File: src/hdl/kmd_pkg.sv
// ----------------------------------------------------------------------------
// Key matrix debounce package
// Shared widths, register codes, reset values and transfer structs.
// ----------------------------------------------------------------------------
package kmd_pkg;

    localparam int ROW_COUNT_DEF = 4;
    localparam int COL_COUNT_DEF = 4;

    localparam int ROW_W      = 2;
    localparam int COL_W      = 2;
    localparam int CNT_W      = 4;
    localparam int BYTE_W     = 8;
    localparam int NOTE_W     = 7;
    localparam int VEL_W      = 7;
    localparam int CFG_IDX_W  = 2;
    localparam int CFG_DATA_W = 8;

    localparam logic [CNT_W-1:0]  DEBOUNCE_MAX = 4'd14;
    localparam logic [CNT_W-1:0]  DEBOUNCE_RST = 4'd5;
    localparam logic [NOTE_W-1:0] BASE_NOTE_RST = 7'h24;
    localparam logic [BYTE_W-1:0] STATUS_RST = 8'h90;
    localparam logic [VEL_W-1:0]  VELOCITY_RST = 7'h45;

    typedef enum logic [CFG_IDX_W-1:0] {
        REG_DEBOUNCE  = 2'd0,
        REG_BASE_NOTE = 2'd1,
        REG_STATUS    = 2'd2,
        REG_VELOCITY  = 2'd3
    } t_reg_idx;

    typedef enum logic [1:0] {
        BYTE_STATUS   = 2'd0,
        BYTE_NOTE     = 2'd1,
        BYTE_VELOCITY = 2'd2
    } t_byte_sel;

    typedef struct packed {
        logic [CNT_W-1:0]  debounce;
        logic [NOTE_W-1:0] base_note;
        logic [BYTE_W-1:0] status;
        logic [VEL_W-1:0]  velocity;
    } t_cfg;

    typedef struct packed {
        logic [BYTE_W-1:0] status;
        logic [NOTE_W-1:0] note;
        logic [VEL_W-1:0]  velocity;
    } t_msg;

    function automatic int idx_width(input int depth);
        return (depth > 1) ? $clog2(depth) : 1;
    endfunction

endpackage

File: src/hdl/kmd_intf.sv
// ----------------------------------------------------------------------------
// Key matrix debounce channel interfaces
// Key scan input, MIDI byte output and register write channels.
// ----------------------------------------------------------------------------
interface kmd_key_if import kmd_pkg::*; ();
    logic             valid;
    logic             ready;
    logic [ROW_W-1:0] key_row;
    logic [COL_W-1:0] key_col;
    logic             pressed;

    modport source (output valid, output key_row, output key_col, output pressed,
                    input ready);
    modport sink   (input valid, input key_row, input key_col, input pressed,
                    output ready);
endinterface

interface kmd_midi_if import kmd_pkg::*; ();
    logic              valid;
    logic              ready;
    logic [BYTE_W-1:0] midi_byte;
    logic              last_byte;

    modport source (output valid, output midi_byte, output last_byte, input ready);
    modport sink   (input valid, input midi_byte, input last_byte, output ready);
endinterface

interface kmd_cfg_if import kmd_pkg::*; ();
    logic                  valid;
    logic                  ready;
    logic [CFG_IDX_W-1:0]  reg_index;
    logic [CFG_DATA_W-1:0] wr_data;

    modport source (output valid, output reg_index, output wr_data, input ready);
    modport sink   (input valid, input reg_index, input wr_data, output ready);
endinterface

File: src/hdl/kmd_ram.sv
// ----------------------------------------------------------------------------
// Generic RAM
// Single write port, single read port, registered read data.
// ----------------------------------------------------------------------------
module kmd_ram import kmd_pkg::*; #(
    parameter int WIDTH = CNT_W,
    parameter int DEPTH = ROW_COUNT_DEF * COL_COUNT_DEF
) (
    input  logic                        i_clk,
    input  logic                        i_we,
    input  logic [idx_width(DEPTH)-1:0] i_waddr,
    input  logic [WIDTH-1:0]            i_wdata,
    input  logic                        i_re,
    input  logic [idx_width(DEPTH)-1:0] i_raddr,
    output logic [WIDTH-1:0]            o_rdata
);

    logic [WIDTH-1:0] mem [DEPTH];
    logic [WIDTH-1:0] r_rdata;

    always_ff @(posedge i_clk) begin
        if (i_we) begin
            mem[i_waddr] <= i_wdata;
        end
        if (i_re) begin
            r_rdata <= mem[i_raddr];
        end
    end

    assign o_rdata = r_rdata;

endmodule

File: src/hdl/kmd_cfg_regs.sv
// ----------------------------------------------------------------------------
// Key matrix debounce configuration registers
// Decode register writes; clamp the debounce count to its legal maximum.
// ----------------------------------------------------------------------------
module kmd_cfg_regs import kmd_pkg::*; (
    input  logic      i_clk,
    input  logic      i_rst_n,
    kmd_cfg_if.sink   i_cfg,
    output t_cfg      o_cfg
);

    t_cfg             r_cfg;
    logic [CNT_W-1:0] wr_count;

    assign i_cfg.ready = 1'b1;
    assign wr_count    = i_cfg.wr_data[CNT_W-1:0];

    always_ff @(posedge i_clk) begin
        if (!i_rst_n) begin
            r_cfg.debounce  <= DEBOUNCE_RST;
            r_cfg.base_note <= BASE_NOTE_RST;
            r_cfg.status    <= STATUS_RST;
            r_cfg.velocity  <= VELOCITY_RST;
        end else if (i_cfg.valid && i_cfg.ready) begin
            unique case (t_reg_idx'(i_cfg.reg_index))
                REG_DEBOUNCE: begin
                    r_cfg.debounce <= (wr_count > DEBOUNCE_MAX) ? DEBOUNCE_MAX : wr_count;
                end
                REG_BASE_NOTE: begin
                    r_cfg.base_note <= i_cfg.wr_data[NOTE_W-1:0];
                end
                REG_STATUS: begin
                    r_cfg.status <= i_cfg.wr_data[BYTE_W-1:0];
                end
                REG_VELOCITY: begin
                    r_cfg.velocity <= i_cfg.wr_data[VEL_W-1:0];
                end
                default: begin
                    r_cfg <= r_cfg;
                end
            endcase
        end
    end

    assign o_cfg = r_cfg;

endmodule

File: src/hdl/kmd_core.sv
// ----------------------------------------------------------------------------
// Key matrix debounce core
// Read the key counter from RAM, update it, write it back, build the message.
// ----------------------------------------------------------------------------
module kmd_core import kmd_pkg::*; #(
    parameter int ROW_COUNT = ROW_COUNT_DEF,
    parameter int COL_COUNT = COL_COUNT_DEF
) (
    input  logic    i_clk,
    input  logic    i_rst_n,
    kmd_key_if.sink i_key,
    input  t_cfg    i_cfg,
    input  logic    i_tx_free,
    output logic    o_tx_load,
    output t_msg    o_tx_msg
);

    localparam int KEY_TOTAL = ROW_COUNT * COL_COUNT;
    localparam int IDX_W     = idx_width(KEY_TOTAL);
    localparam int LIN_W     = 8;
    localparam int DIM_W     = 5;
    localparam int SUM_W     = ((IDX_W > NOTE_W) ? IDX_W : NOTE_W) + 1;

    logic                 in_fire;
    logic                 in_hit;
    logic [LIN_W-1:0]     in_lin;
    logic [IDX_W-1:0]     in_idx;

    logic                 r_s1_valid;
    logic [IDX_W-1:0]     r_s1_idx;
    logic                 r_s1_pressed;
    logic [KEY_TOTAL-1:0] r_key_valid;
    logic                 r_fwd_valid;
    logic [IDX_W-1:0]     r_fwd_idx;
    logic [CNT_W-1:0]     r_fwd_cnt;

    logic [CNT_W-1:0]     ram_q;
    logic [CNT_W-1:0]     cnt_old;
    logic [CNT_W-1:0]     cnt_upd;
    logic [CNT_W-1:0]     n_cnt;
    logic                 s1_on;
    logic                 s1_emit;
    logic                 s1_fire;
    logic [SUM_W-1:0]     note_sum;

    assign in_hit = (DIM_W'(i_key.key_row) < DIM_W'(ROW_COUNT))
                 && (DIM_W'(i_key.key_col) < DIM_W'(COL_COUNT));
    assign in_lin = LIN_W'(i_key.key_row) * LIN_W'(COL_COUNT) + LIN_W'(i_key.key_col);
    assign in_idx = IDX_W'(in_lin);

    assign in_fire     = i_key.valid && i_key.ready;
    assign i_key.ready = !r_s1_valid || s1_fire;

    kmd_ram #(
        .WIDTH (CNT_W),
        .DEPTH (KEY_TOTAL)
    ) u_cnt_ram (
        .i_clk   (i_clk),
        .i_we    (s1_fire),
        .i_waddr (r_s1_idx),
        .i_wdata (n_cnt),
        .i_re    (in_fire && in_hit),
        .i_raddr (in_idx),
        .o_rdata (ram_q)
    );

    always_comb begin
        if (r_fwd_valid && (r_fwd_idx == r_s1_idx)) begin
            cnt_old = r_fwd_cnt;
        end else if (r_key_valid[r_s1_idx]) begin
            cnt_old = ram_q;
        end else begin
            cnt_old = '0;
        end

        if (r_s1_pressed) begin
            cnt_upd = (cnt_old < i_cfg.debounce) ? cnt_old + CNT_W'(1) : cnt_old;
        end else begin
            cnt_upd = '0;
        end

        s1_on   = (cnt_upd == i_cfg.debounce);
        n_cnt   = s1_on ? cnt_upd + CNT_W'(1) : cnt_upd;
        s1_emit = s1_on || (cnt_upd == '0);
    end

    assign s1_fire   = r_s1_valid && (!s1_emit || i_tx_free);
    assign o_tx_load = s1_fire && s1_emit;

    assign note_sum          = SUM_W'(i_cfg.base_note) + SUM_W'(r_s1_idx);
    assign o_tx_msg.status   = i_cfg.status;
    assign o_tx_msg.note     = note_sum[NOTE_W-1:0];
    assign o_tx_msg.velocity = s1_on ? i_cfg.velocity : '0;

    always_ff @(posedge i_clk) begin
        if (!i_rst_n) begin
            r_s1_valid  <= 1'b0;
            r_fwd_valid <= 1'b0;
            r_key_valid <= '0;
        end else begin
            if (in_fire) begin
                r_s1_valid <= in_hit;
            end else if (s1_fire) begin
                r_s1_valid <= 1'b0;
            end
            if (s1_fire) begin
                r_fwd_valid           <= 1'b1;
                r_key_valid[r_s1_idx] <= 1'b1;
            end
        end
    end

    always_ff @(posedge i_clk) begin
        if (in_fire) begin
            r_s1_idx     <= in_idx;
            r_s1_pressed <= i_key.pressed;
        end
        if (s1_fire) begin
            r_fwd_idx <= r_s1_idx;
            r_fwd_cnt <= n_cnt;
        end
    end

endmodule

File: src/hdl/kmd_tx.sv
// ----------------------------------------------------------------------------
// Key matrix debounce message serializer
// Hold one three-byte message and send it one byte per transfer.
// ----------------------------------------------------------------------------
module kmd_tx import kmd_pkg::*; (
    input  logic       i_clk,
    input  logic       i_rst_n,
    input  logic       i_load,
    input  t_msg       i_msg,
    output logic       o_free,
    kmd_midi_if.source o_midi
);

    t_msg      r_msg;
    logic      r_valid;
    t_byte_sel r_sel;
    t_byte_sel n_sel;
    logic      xfer;
    logic      done;

    assign xfer   = r_valid && o_midi.ready;
    assign done   = xfer && (r_sel == BYTE_VELOCITY);
    assign o_free = !r_valid || done;

    always_comb begin
        unique case (r_sel)
            BYTE_STATUS: n_sel = BYTE_NOTE;
            BYTE_NOTE:   n_sel = BYTE_VELOCITY;
            default:     n_sel = BYTE_STATUS;
        endcase
    end

    always_ff @(posedge i_clk) begin
        if (!i_rst_n) begin
            r_valid <= 1'b0;
            r_sel   <= BYTE_STATUS;
        end else if (i_load) begin
            r_valid <= 1'b1;
            r_sel   <= BYTE_STATUS;
        end else if (done) begin
            r_valid <= 1'b0;
            r_sel   <= BYTE_STATUS;
        end else if (xfer) begin
            r_sel <= n_sel;
        end
    end

    always_ff @(posedge i_clk) begin
        if (i_load) begin
            r_msg <= i_msg;
        end
    end

    always_comb begin
        unique case (r_sel)
            BYTE_STATUS:   o_midi.midi_byte = r_msg.status;
            BYTE_NOTE:     o_midi.midi_byte = BYTE_W'(r_msg.note);
            BYTE_VELOCITY: o_midi.midi_byte = BYTE_W'(r_msg.velocity);
            default:       o_midi.midi_byte = '0;
        endcase
    end

    assign o_midi.valid     = r_valid;
    assign o_midi.last_byte = (r_sel == BYTE_VELOCITY);

endmodule

File: src/hdl/key_matrix_debounce_midi_notes.sv
// ----------------------------------------------------------------------------
// Key matrix debounce to MIDI notes
// Per-key counter debounce that emits three-byte MIDI note messages.
//
// i_key takes one scan sample per transfer: row, column and pressed flag.
// Samples outside the ROW_COUNT x COL_COUNT matrix are taken and dropped.
// o_midi sends status, note and velocity bytes; last_byte marks velocity.
// i_cfg writes debounce count, base note, status byte and press velocity;
// write only while no message is in flight.
// A sample is taken every cycle unless a held sample waits to send; the
// counter RAM is read in the cycle of the transfer, updated in stage one
// and written back, with the last write forwarded when the next sample
// hits the same key. Messages pass from stage one into the serializer.
// Silent samples sustain one per cycle; a sample that sends a message
// waits until the one-byte-per-transfer output register is free.
// Reset loads register defaults and marks every counter as zero at once
// through per-key valid bits; no clearing pass.
// When o_midi stalls, the held message waits and i_key backs up after
// one more sample that needs to send.
// ----------------------------------------------------------------------------
module key_matrix_debounce_midi_notes import kmd_pkg::*; #(
    parameter int ROW_COUNT = ROW_COUNT_DEF,
    parameter int COL_COUNT = COL_COUNT_DEF
) (
    input  logic       i_clk,
    input  logic       i_rst_n,
    kmd_key_if.sink    i_key,
    kmd_cfg_if.sink    i_cfg,
    kmd_midi_if.source o_midi
);

    t_cfg cfg;
    t_msg tx_msg;
    logic tx_load;
    logic tx_free;

    kmd_cfg_regs u_cfg_regs (
        .i_clk   (i_clk),
        .i_rst_n (i_rst_n),
        .i_cfg   (i_cfg),
        .o_cfg   (cfg)
    );

    kmd_core #(
        .ROW_COUNT (ROW_COUNT),
        .COL_COUNT (COL_COUNT)
    ) u_core (
        .i_clk     (i_clk),
        .i_rst_n   (i_rst_n),
        .i_key     (i_key),
        .i_cfg     (cfg),
        .i_tx_free (tx_free),
        .o_tx_load (tx_load),
        .o_tx_msg  (tx_msg)
    );

    kmd_tx u_tx (
        .i_clk   (i_clk),
        .i_rst_n (i_rst_n),
        .i_load  (tx_load),
        .i_msg   (tx_msg),
        .o_free  (tx_free),
        .o_midi  (o_midi)
    );

endmodule
File: src/flat_wrapper.sv
// flat-port wrapper written by rule: the top's interface ports become plain ports
module key_matrix_debounce_midi_notes_flat import kmd_pkg::*;
#(
    parameter int ROW_COUNT = ROW_COUNT_DEF,
    parameter int COL_COUNT = COL_COUNT_DEF
)
  (i_clk, i_rst_n, i_key_valid, i_key_key_row, i_key_key_col, i_key_pressed, i_key_ready, i_cfg_valid, i_cfg_reg_index, i_cfg_wr_data, i_cfg_ready, o_midi_valid, o_midi_midi_byte, o_midi_last_byte, o_midi_ready);
  kmd_key_if i_key_i ();
  kmd_cfg_if i_cfg_i ();
  kmd_midi_if o_midi_i ();
  input  logic i_clk;
  input  logic i_rst_n;
  input wire logic [$bits(i_key_i.valid)-1:0] i_key_valid;
  input wire logic [$bits(i_key_i.key_row)-1:0] i_key_key_row;
  input wire logic [$bits(i_key_i.key_col)-1:0] i_key_key_col;
  input wire logic [$bits(i_key_i.pressed)-1:0] i_key_pressed;
  output wire logic [$bits(i_key_i.ready)-1:0] i_key_ready;
  input wire logic [$bits(i_cfg_i.valid)-1:0] i_cfg_valid;
  input wire logic [$bits(i_cfg_i.reg_index)-1:0] i_cfg_reg_index;
  input wire logic [$bits(i_cfg_i.wr_data)-1:0] i_cfg_wr_data;
  output wire logic [$bits(i_cfg_i.ready)-1:0] i_cfg_ready;
  output wire logic [$bits(o_midi_i.valid)-1:0] o_midi_valid;
  output wire logic [$bits(o_midi_i.midi_byte)-1:0] o_midi_midi_byte;
  output wire logic [$bits(o_midi_i.last_byte)-1:0] o_midi_last_byte;
  input wire logic [$bits(o_midi_i.ready)-1:0] o_midi_ready;
  assign i_key_i.valid = i_key_valid;
  assign i_key_i.key_row = i_key_key_row;
  assign i_key_i.key_col = i_key_key_col;
  assign i_key_i.pressed = i_key_pressed;
  assign i_key_ready = i_key_i.ready;
  assign i_cfg_i.valid = i_cfg_valid;
  assign i_cfg_i.reg_index = i_cfg_reg_index;
  assign i_cfg_i.wr_data = i_cfg_wr_data;
  assign i_cfg_ready = i_cfg_i.ready;
  assign o_midi_valid = o_midi_i.valid;
  assign o_midi_midi_byte = o_midi_i.midi_byte;
  assign o_midi_last_byte = o_midi_i.last_byte;
  assign o_midi_i.ready = o_midi_ready;
  key_matrix_debounce_midi_notes #(.ROW_COUNT(ROW_COUNT), .COL_COUNT(COL_COUNT)) u_core (.i_clk(i_clk), .i_rst_n(i_rst_n), .i_key(i_key_i), .i_cfg(i_cfg_i), .o_midi(o_midi_i));
endmodule
File: config.mk
export PLATFORM = sky130hd
export DESIGN_NAME = key_matrix_debounce_midi_notes_flat
export DESIGN_NICKNAME = d
export VERILOG_FILES = /design/src/hdl/kmd_pkg.sv /design/src/hdl/kmd_intf.sv /design/src/hdl/kmd_ram.sv /design/src/hdl/kmd_cfg_regs.sv /design/src/hdl/kmd_core.sv /design/src/hdl/kmd_tx.sv /design/src/hdl/key_matrix_debounce_midi_notes.sv /design/src/flat_wrapper.sv
export SDC_FILE = /design/constraint.sdc
export NUM_CORES = 1
export LEC_CHECK = 0
export ABC_AREA = 1
export BUFFER_PORTS_ARGS = -buffer_cell sky130_fd_sc_hd__buf_2
export CAP_MARGIN = 20
export CORE_UTILIZATION = 44
export CTS_BUF_LIST = sky130_fd_sc_hd__clkbuf_8
export CTS_CLUSTER_DIAMETER = 60
export DETAILED_ROUTE_END_ITERATION = 7
export GPL_TIMING_DRIVEN = 0
export PLACE_DENSITY = 0.7
export SYNTH_ARGS = -nofsm -noshare
export SYNTH_HDL_FRONTEND = slang
export SYNTH_SLANG_ARGS = --single-unit
File: constraint.sdc
create_clock -name i_clk -period 3.35 [get_ports i_clk]
set_input_delay 0.335 -clock i_clk [delete_from_list [all_inputs] [get_ports i_clk]]
set_output_delay 0.335 -clock i_clk [all_outputs]
set_load 0.02 [all_outputs]
==> summary.md, run 1 <==
| Metric | Value |
|---|---|
| Max-cap violation count | 0 |
| Placed cells | 902 |
| Slowest stage delay, CP | 0.42 ns |
| Family with the most delay on the worst path | simple AND/OR/NAND/NOR gates |
| Post-Synthesis Cells | ~680 |
| Critical path class | reg2out |
| Die Area | 16,000 sq um |
| Leak Pwr | 3.49 nW |
| Pwr Total | 4.03 mW |
| Per-cell routed wire length | ~16 microns |
| Post-synthesis xor/xnor area fraction | 0.0116 |
| Vias per inst | 5.11 |
| Setup Skew | 0.0119 ns |
| Initial antenna violation count | 0 |
| Simple-Gate Fraction of Synth Area | 0.166 |
| GRT Total Usage | 0.202 |
| Setup ws final | -0.426 ns |
| Hold path depth | 1 |
| WP data required | between 3 and 4 ns |
| Layout cells sized above 1 | 0.274 |
| Residual DRC | 0 |
| Sequential area share after synthesis | 0.593 |
| Starting density of the core | 0.449 |
| Fill count | ~1,200 |
| Yosys reg bits | 150 |
| Crit share post-route | 1.13 |
| Hold endpoint | u_core.u_core.r_s1_pressed$_DFFE_PP_ |
| Final hold vios | 0 |
| Vias | 5,003 |
| Min-delay src | i_key_pressed |
| Min-Delay Path Class | in2reg |
| PortBufs | 30 |
| Most frequent cells in the layout | 104 x nand2_1, 103 x edfxtp_1, 82 x inv_1, 54 x nor2_1 |
| Die outline height | 126 microns |
| Die Wd | 126 microns |
| Synth cell types | 38 |
| Routed WL | 15,900 microns |
| Vias in the first global route | 4,660 |
| CTS Root Cell | clkbuf_8 |
| Clk sink count | 150 |
| Peak supply drop | between 0.2 and 0.3 mV |
| Final core utilization | 0.568 |
| Slowest stage cell, crit path | edfxtp_1 |
| Post-route insts no fill | 980 |
| Max Clock Freq | 265 MHz |
| Compound-Gate Fraction of Synth Area | 0.107 |
| Nets | 810 |
| Most used cell, CP | nand2_1 |
| Antenna Diode Count | 0 |
| Synth top area share | 0.455 |
| Mux contribution to synthesized area | 0.0236 |
| Largest area contributor in the netlist | edfxtp_1 |
| Reg2Reg Depth | 28 |
| TritonCTS clock tree | built |
| Worst slack at placement | -0.750 ns |
| Outcome | finished with violations |
| Syn avg cell area | 9.97 sq um |
| RSZ-0062 raised after global routing | true |
| Core ar. | 15,100 sq um |
| Ranking of synthesized cells by area | edfxtp_1 45%, dfxtp_1 14%, nand2_1 6.3% |
| Crit path DAT | 3.44 ns |
| Latest clock arrival within the worst-skew pair | 0.45 ns |
| Max Root-Sink Buffers | 2 |
| Post-Syn Nets | 713 |
| Violated checks | negative setup slack |
| Num ports | 32 |
| CP Launch Type | flop |
| Row count | 45 |
| Total CTS buffers | 17 |
| Launching point of the worst reg2reg path | u_core.u_core.r_s1_idx[0]$_DFFE_PP_ |
| Worst hold slack | 0.0631 ns |
| Critical R2R Capture | u_core.u_core.r_fwd_idx[1]$_DFFE_PN_ |
| Cell Pwr Density | 469 nW/um^2 |
| Buffers & Inverters on Critical Path | 5 |
| Adder-Cell Fraction of Synth Area | 0.0213 |
| Crit path cell chain | buf_6 > buf_8 > buf_6 > nand2_1 > o21ai_1 > nand2_1 > nand2_1 > nand2_1 > nand2_2 > nor2_4 > o21ai_4 > ha_4 > a21oi_4 > buf_12 > nand2_8 > nand2_4 > nand3_4 > nand2_2 > nand2_2 > nor2_4 > nand2_4 > nand2_4 > nand3_4 > buf_6 |
| First-pass GRT wire length | 24,100 microns |
| Grt ovf | 0 |
| Initial drt markers | 346 |
| Main combinational cell family by area after synthesis | simple AND/OR/NAND/NOR gates |
| Final TNS setup | -46.74 ns |
| Flop2flop setup slack | -0.41 ns |
| Crit path from | u_core.u_core.r_s1_idx[0]$_DFFE_PP_ |
| Rel. slew slack | 0.448 |
| H-Tree Depth | 4 |
| HPWL after detailed placement | 10,400 microns |
| Post-Layout Inst Area | 8600 sq um |
| Placed instance area | 7230 sq um |
| Post-Syn Area | 6800 sq um |
| Final GP Congestion | 0.887 |
| Setup violations, final | 189 |
| Tightest Pin Transition | 0.828 ns |
| Commonest non-fill, non-tap cell in the layout | nand2_1 |
| WP depth | 24 |
| Fin crit period | 3.78 ns |
| Layout area overhead | 26.5% |
| DRT antenna net count | 0 |
| Crit Path Max Fanout | 6 |
| Critical Path Sink Type | primary output |
| Pre-antenna DRT Iters | 5 |
| Fin. max-slew vios | 0 |
| YS warnings | 0 |
| Pin count of the biggest net entering global routing | 18 |
| Clk slew on worst S/H paths | 0.09 ns |
[power by group]
group | leakage, nW | switching [mW] | internal (mW)
Combinational | 1.94 | 0.310 | 0.186
Sequential | 1.34 | 0.0217 | 2.04
Clock | 0.213 | 0.714 | 0.756
[worst register-to-register path: cells and delay by family (launching register included)]
family | cells | cell delay, ns
DFF | 1 | 0.42
buffers and inverters | 8 | 1.14
and+or+nand+nor | 16 | 1.37
AOI/OAI and AO/OA | 3 | 0.30
adders and majority gates | 1 | 0.24
[metal layers]
metal  GRT usage  vias up  wire length (microns)
li1            -     2471                      -
met1       0.257     2338                   6700
met2       0.332      169                   8060
met3      0.0506       25                    938
met4      0.0836        0                    248
met5           0        -                      0
[synth_stat cells]
cell,count
nor3b_1,2
o21ai_1,1
edfxtp_1,103
o211ai_1,18
nand3_2,13
mux2i_1,16
nand4_1,6
o21bai_4,1
o21ai_2,3
nor3_1,2
fa_1,1
buf_2,2
a21oi_1,40
dfxtp_1,47
clkbuf_1,13
o21bai_2,1
clkinv_1,1
buf_1,1
nor2_2,6
a31oi_1,1
nand2_2,5
nand2_1,115
nand2_4,3
buf_8,1
a211oi_1,1
nand3_1,32
nand3b_4,1
xor2_1,6
conb_1,1
o21ai_0,48
buf_6,2
ha_1,10
buf_4,3
a21oi_2,9
xnor2_1,3
inv_2,4
inv_1,101
nor2_1,59
[state kept, by name (all words and copies together), names as in the netlist]
register / cells
u_core.u_core.u_cnt_ram.mem: 64
u_core.u_tx.r_sel: 2
u_core.u_core.r_fwd_idx: 4
u_core.u_core.r_fwd_valid: 1
u_core.u_core.u_cnt_ram.o_rdata: 4
u_core.u_core.r_s1_valid: 1
u_core.u_core.r_s1_pressed: 1
u_core.u_tx.o_midi.valid: 1
u_core.u_tx.r_msg: 22
u_core.u_core.r_s1_idx: 4
u_core.u_cfg_regs.o_cfg: 26
u_core.u_core.r_fwd_cnt: 4
u_core.u_core.r_key_valid: 16
[final cells by class]
class | instances | area [sq um] | share of cell area
multi-input combinational | 405 | 2690 | 0.313
tap | 188 | 235 | 0.0273
timing repair inverter | 1 | 7.51 | 0.000873
buffer | 22 | 146 | 0.0170
inverter | 106 | 430 | 0.0500
clock inverter | 15 | 193 | 0.0224
clock buffer | 17 | 234 | 0.0272
timing repair buffer | 76 | 628 | 0.0730
sequential | 150 | 4030 | 0.469
[how the worst max path moves through the flow]
stage                                                  end  slack (ns)
2_1_floorplan           u_core.u_tx.r_msg[0]$_SDFFCE_PP0P_      0.0001
3_3_place_gp   u_core.u_core.u_cnt_ram.mem[5][3]$_DFFE_PP_        -1.0
3_5_place_dp   u_core.u_core.u_cnt_ram.mem[5][0]$_DFFE_PP_       -0.75
4_1_cts                                        i_key_ready       -0.36
5_1_grt                                        i_key_ready       -0.60
6_report                                       i_key_ready       -0.43
[logic make-up after synthesis]
| group | after synthesis |
|---|---|
| XOR/XNOR | 9 |
| buffers and inverters | 128 |
| AND/OR/NAND/NOR | 244 |
| adder cells (fa/ha/maj) | 11 |
| multiplexers | 16 |
| flip-flops | 150 |
| AO/OA/AOI/OAI | 123 |
| other | 1 |
[timing repair]
| action | 4_1_cts | 5_1_grt |
|---|---|---|
| setup endpoints to repair | 196 | 200 |
| gates cloned | 1 | 3 |
| hold buffers | 0 | 0 |
| pin swaps | 13 | 18 |
| resized for setup | 47 | 73 |
| buffers inserted | 18 | 25 |
(Power assumes the default switching activity.)
==> inputs of run 2 (changes only) <==
Settings changed: CORE_UTILIZATION 44 to 57, PLACE_DENSITY 0.7 to 0.85, REMOVE_ABC_BUFFERS set to 1.
==> summary.md, run 2 (synthesized netlist as in run 1, its figures left out) <==
| Metric | Value |
|---|---|
| Pre-antenna DRT Iters | 8 (+3) |
| Die outline height | 111 microns (-12%) |
| Routed WL | 17,600 microns (+11%) |
| Setup violations, final | 200 (+5.8%) |
| Num ports | 32 (unchanged) |
| DRT antenna net count | 0 (unchanged) |
| Cell Pwr Density | 481 nW/um^2 (+2.6%) |
| Fin crit period | 3.92 ns (+0.148 ns) |
| Residual DRC | 2 (+2) |
| WP data required | 3.53 ns (+0.52 ns) |
| Layout area overhead | 20.9% |
| Pin count of the biggest net entering global routing | 50 (+32) |
| Clk slew on worst S/H paths | 0.09 ns (about the same) |
| Total CTS buffers | 17 (unchanged) |
| Commonest non-fill, non-tap cell in the layout | edfxtp_1 |
| Biggest register | u_core.u_core.u_cnt_ram.mem |
| Die Wd | 111 microns (-12%) |
| H-Tree Depth | 4 (unchanged) |
| Row count | 39 (-13%) |
| Fill count | 714 (-41%) |
| TritonCTS clock tree | built |
| Antenna Diode Count | 0 (unchanged) |
| Placed cells | 836 (-7.3%) |
| Final GP Congestion | 0.881 (-0.68%) |
| Setup Skew | 0.0160 ns (+0.00403 ns) |
| Layout cells sized above 1 | 0.270 (-0.00446) |
| Violated checks | design-rule violations, negative setup slack |
| HPWL after detailed placement | 9650 microns (-7.0%) |
| Initial drt markers | 746 (+120%) |
| Critical Path Sink Type | flop |
| Core ar. | 11,500 sq um (-24%) |
| Latest clock arrival within the worst-skew pair | 0.48 ns (+0.03 ns) |
| Nets | 786 (-3.0%) |
| Per-cell routed wire length | 19.4 microns (+19%) |
| GRT Total Usage | 0.273 (+0.0706) |
| Max-cap violation count | 0 (unchanged) |
| Outcome | finished with violations |
| CTS Root Cell | clkbuf_8 |
| Die Area | 12,400 sq um (-22%) |
| Setup ws final | -0.574 ns (-0.148 ns) |
| Leak Pwr | 3.36 nW (-3.8%) |
| # hold bufs at CTS | 0 (unchanged) |
| Vias | 5,366 (+7.3%) |
| RSZ-0062 raised after global routing | true |
| Crit share post-route | 1.17 (+0.0441) |
| Max Root-Sink Buffers | 2 (unchanged) |
| Tightest Pin Transition | 1.04 ns (+0.209 ns) |
| Fin. max-slew vios | 0 (unchanged) |
| Rel. slew slack | 0.308 (-0.140) |
| Max Clock Freq | 255 MHz (-3.8%) |
| Max reg flops | 64 (unchanged) |
| Vias in the first global route | 5,180 (+11%) |
| Crit Path Max Fanout | 11 (+5) |
| Initial antenna violation count | 0 (unchanged) |
| Grt ovf | 0 (unchanged) |
| Final hold vios | 0 (unchanged) |
| Critical path class | reg2reg |
| Crit path DAT | 4.11 ns (+0.67 ns) |
| PortBufs | 30 (unchanged) |
| Min-Delay Path Class | in2reg |
| Peak supply drop | 0.286 mV (+6.8%) |
| Starting density of the core | 0.591 (+0.142) |
| Worst slack at placement | -1.40 ns (-0.647 ns) |
| Post-route insts no fill | 911 (-7.0%) |
| Most frequent cells in the layout | 103 x edfxtp_1, 98 x nand2_1, 83 x inv_1, 57 x nor2_1, 47 x dfxtp_1 |
| First-pass GRT wire length | 25,500 microns (+6.1%) |
| Vias per inst | 5.89 (+15%) |
| CP Launch Type | flop |
| Clk sink count | 150 (unchanged) |
run 2: cell count changes in the layout (fill, tap and decap cells not counted), moves of 5 or more:
cell / previous run / this run
nand2_1: 104 / 98
buf_12: 8 / 2
inv_4: 10 / 5
clkbuf_1: 13 / 0
nand3_4: 17 / 5
nand2_2: 10 / 15
nand3_2: 4 / 13
buf_4: 33 / 26
run 2: metrics by stage:
step / hold slack (ns) / util / power, mW / setup TNS, ns / area [sq um]
after global placement: 0.409 / 0.608 / 2.43 / -193.35 / 7010
after floorplan: 0.403 / - / 2.32 / -23.85 / 6680
after global routing: 0.0281 / 0.714 / 4.07 / -80.60 / 8220
after detailed placement: 0.410 / 0.611 / 2.44 / -179.44 / 7030
after CTS: 0.0353 / 0.682 / 3.87 / -21.46 / 7860
final: 0.0397 / 0.714 / 3.95 / -59.09 / 8220
run 2: area by class of cell:
class	count	area (sq um)	area share
clock inverters	15	164	0.0199
multi-input cells	404	2580	0.314
inverters	106	422	0.0513
repair buffers	74	593	0.0721
clock buffers	17	234	0.0285
flip-flops and latches	150	4030	0.491
repair inverters	2	15.0	0.00183
well taps	143	179	0.0218
run 2: power breakdown:
group	leakage [nW]	internal (mW)	switching (mW)
Sequential	1.34	2.05	0.0385
Combinational	1.83	0.161	0.298
Clock	0.194	0.723	0.686
run 2: final timing paths:
check             depth (start not counted)                              endpoint  slack, ns                                startpoint
setup / recovery                         23       u_core.u_tx.r_msg[10]$_DFFE_PP_      -0.57       u_core.u_core.r_s1_idx[0]$_DFFE_PP_
hold / removal                            1  u_core.u_core.r_s1_pressed$_DFFE_PP_       0.04                             i_key_pressed
setup reg to reg                         23       u_core.u_tx.r_msg[10]$_DFFE_PP_      -0.57       u_core.u_core.r_s1_idx[0]$_DFFE_PP_
hold reg to reg                           0       u_core.u_tx.r_msg[20]$_DFFE_PP_       0.43  u_core.u_cfg_regs.o_cfg[13]$_SDFFE_PN0P_
run 2: repair_timing:
item	4_1_cts	5_1_grt
gates cloned	2	3
setup buffers	26	14
setup endpoints to repair	200	193
resized for setup	56	56
pin swaps	17	20
run 2: worst max-delay path, stage by stage (launching register included):
cell and delay [ns]:
edfxtp_1 0.55, buf_6 0.20, nand2_1 0.06, nand2_1 0.05, nand2_1 0.07, nand2_1 0.06, nand2_1 0.07, nand2_2 0.10
nor2_4 0.22, o21ai_4 0.10, ha_4 0.23, a21oi_4 0.29, nand2_8 0.11, nand2_4 0.10, nand3_4 0.10, nand2_2 0.12
nand2_2 0.06, nor2_4 0.15, nand2_4 0.07, nand2_4 0.09, buf_4 0.15, nand3_1 0.27, clkinvlp_4 0.24, buf_12 0.15
run 2: metal layers:
| metal | routed length (microns) | GRT usage | vias to the layer above | share of wire |
|---|---|---|---|---|
| met5 | 0 | 0 | - | 0 |
| met4 | 754 | 0.149 | 0 | 0.043 |
| met3 | 1690 | 0.0683 | 86 | 0.096 |
| met2 | 8620 | 0.457 | 338 | 0.49 |
| met1 | 6590 | 0.324 | 2525 | 0.37 |
| li1 | - | - | 2417 | - |
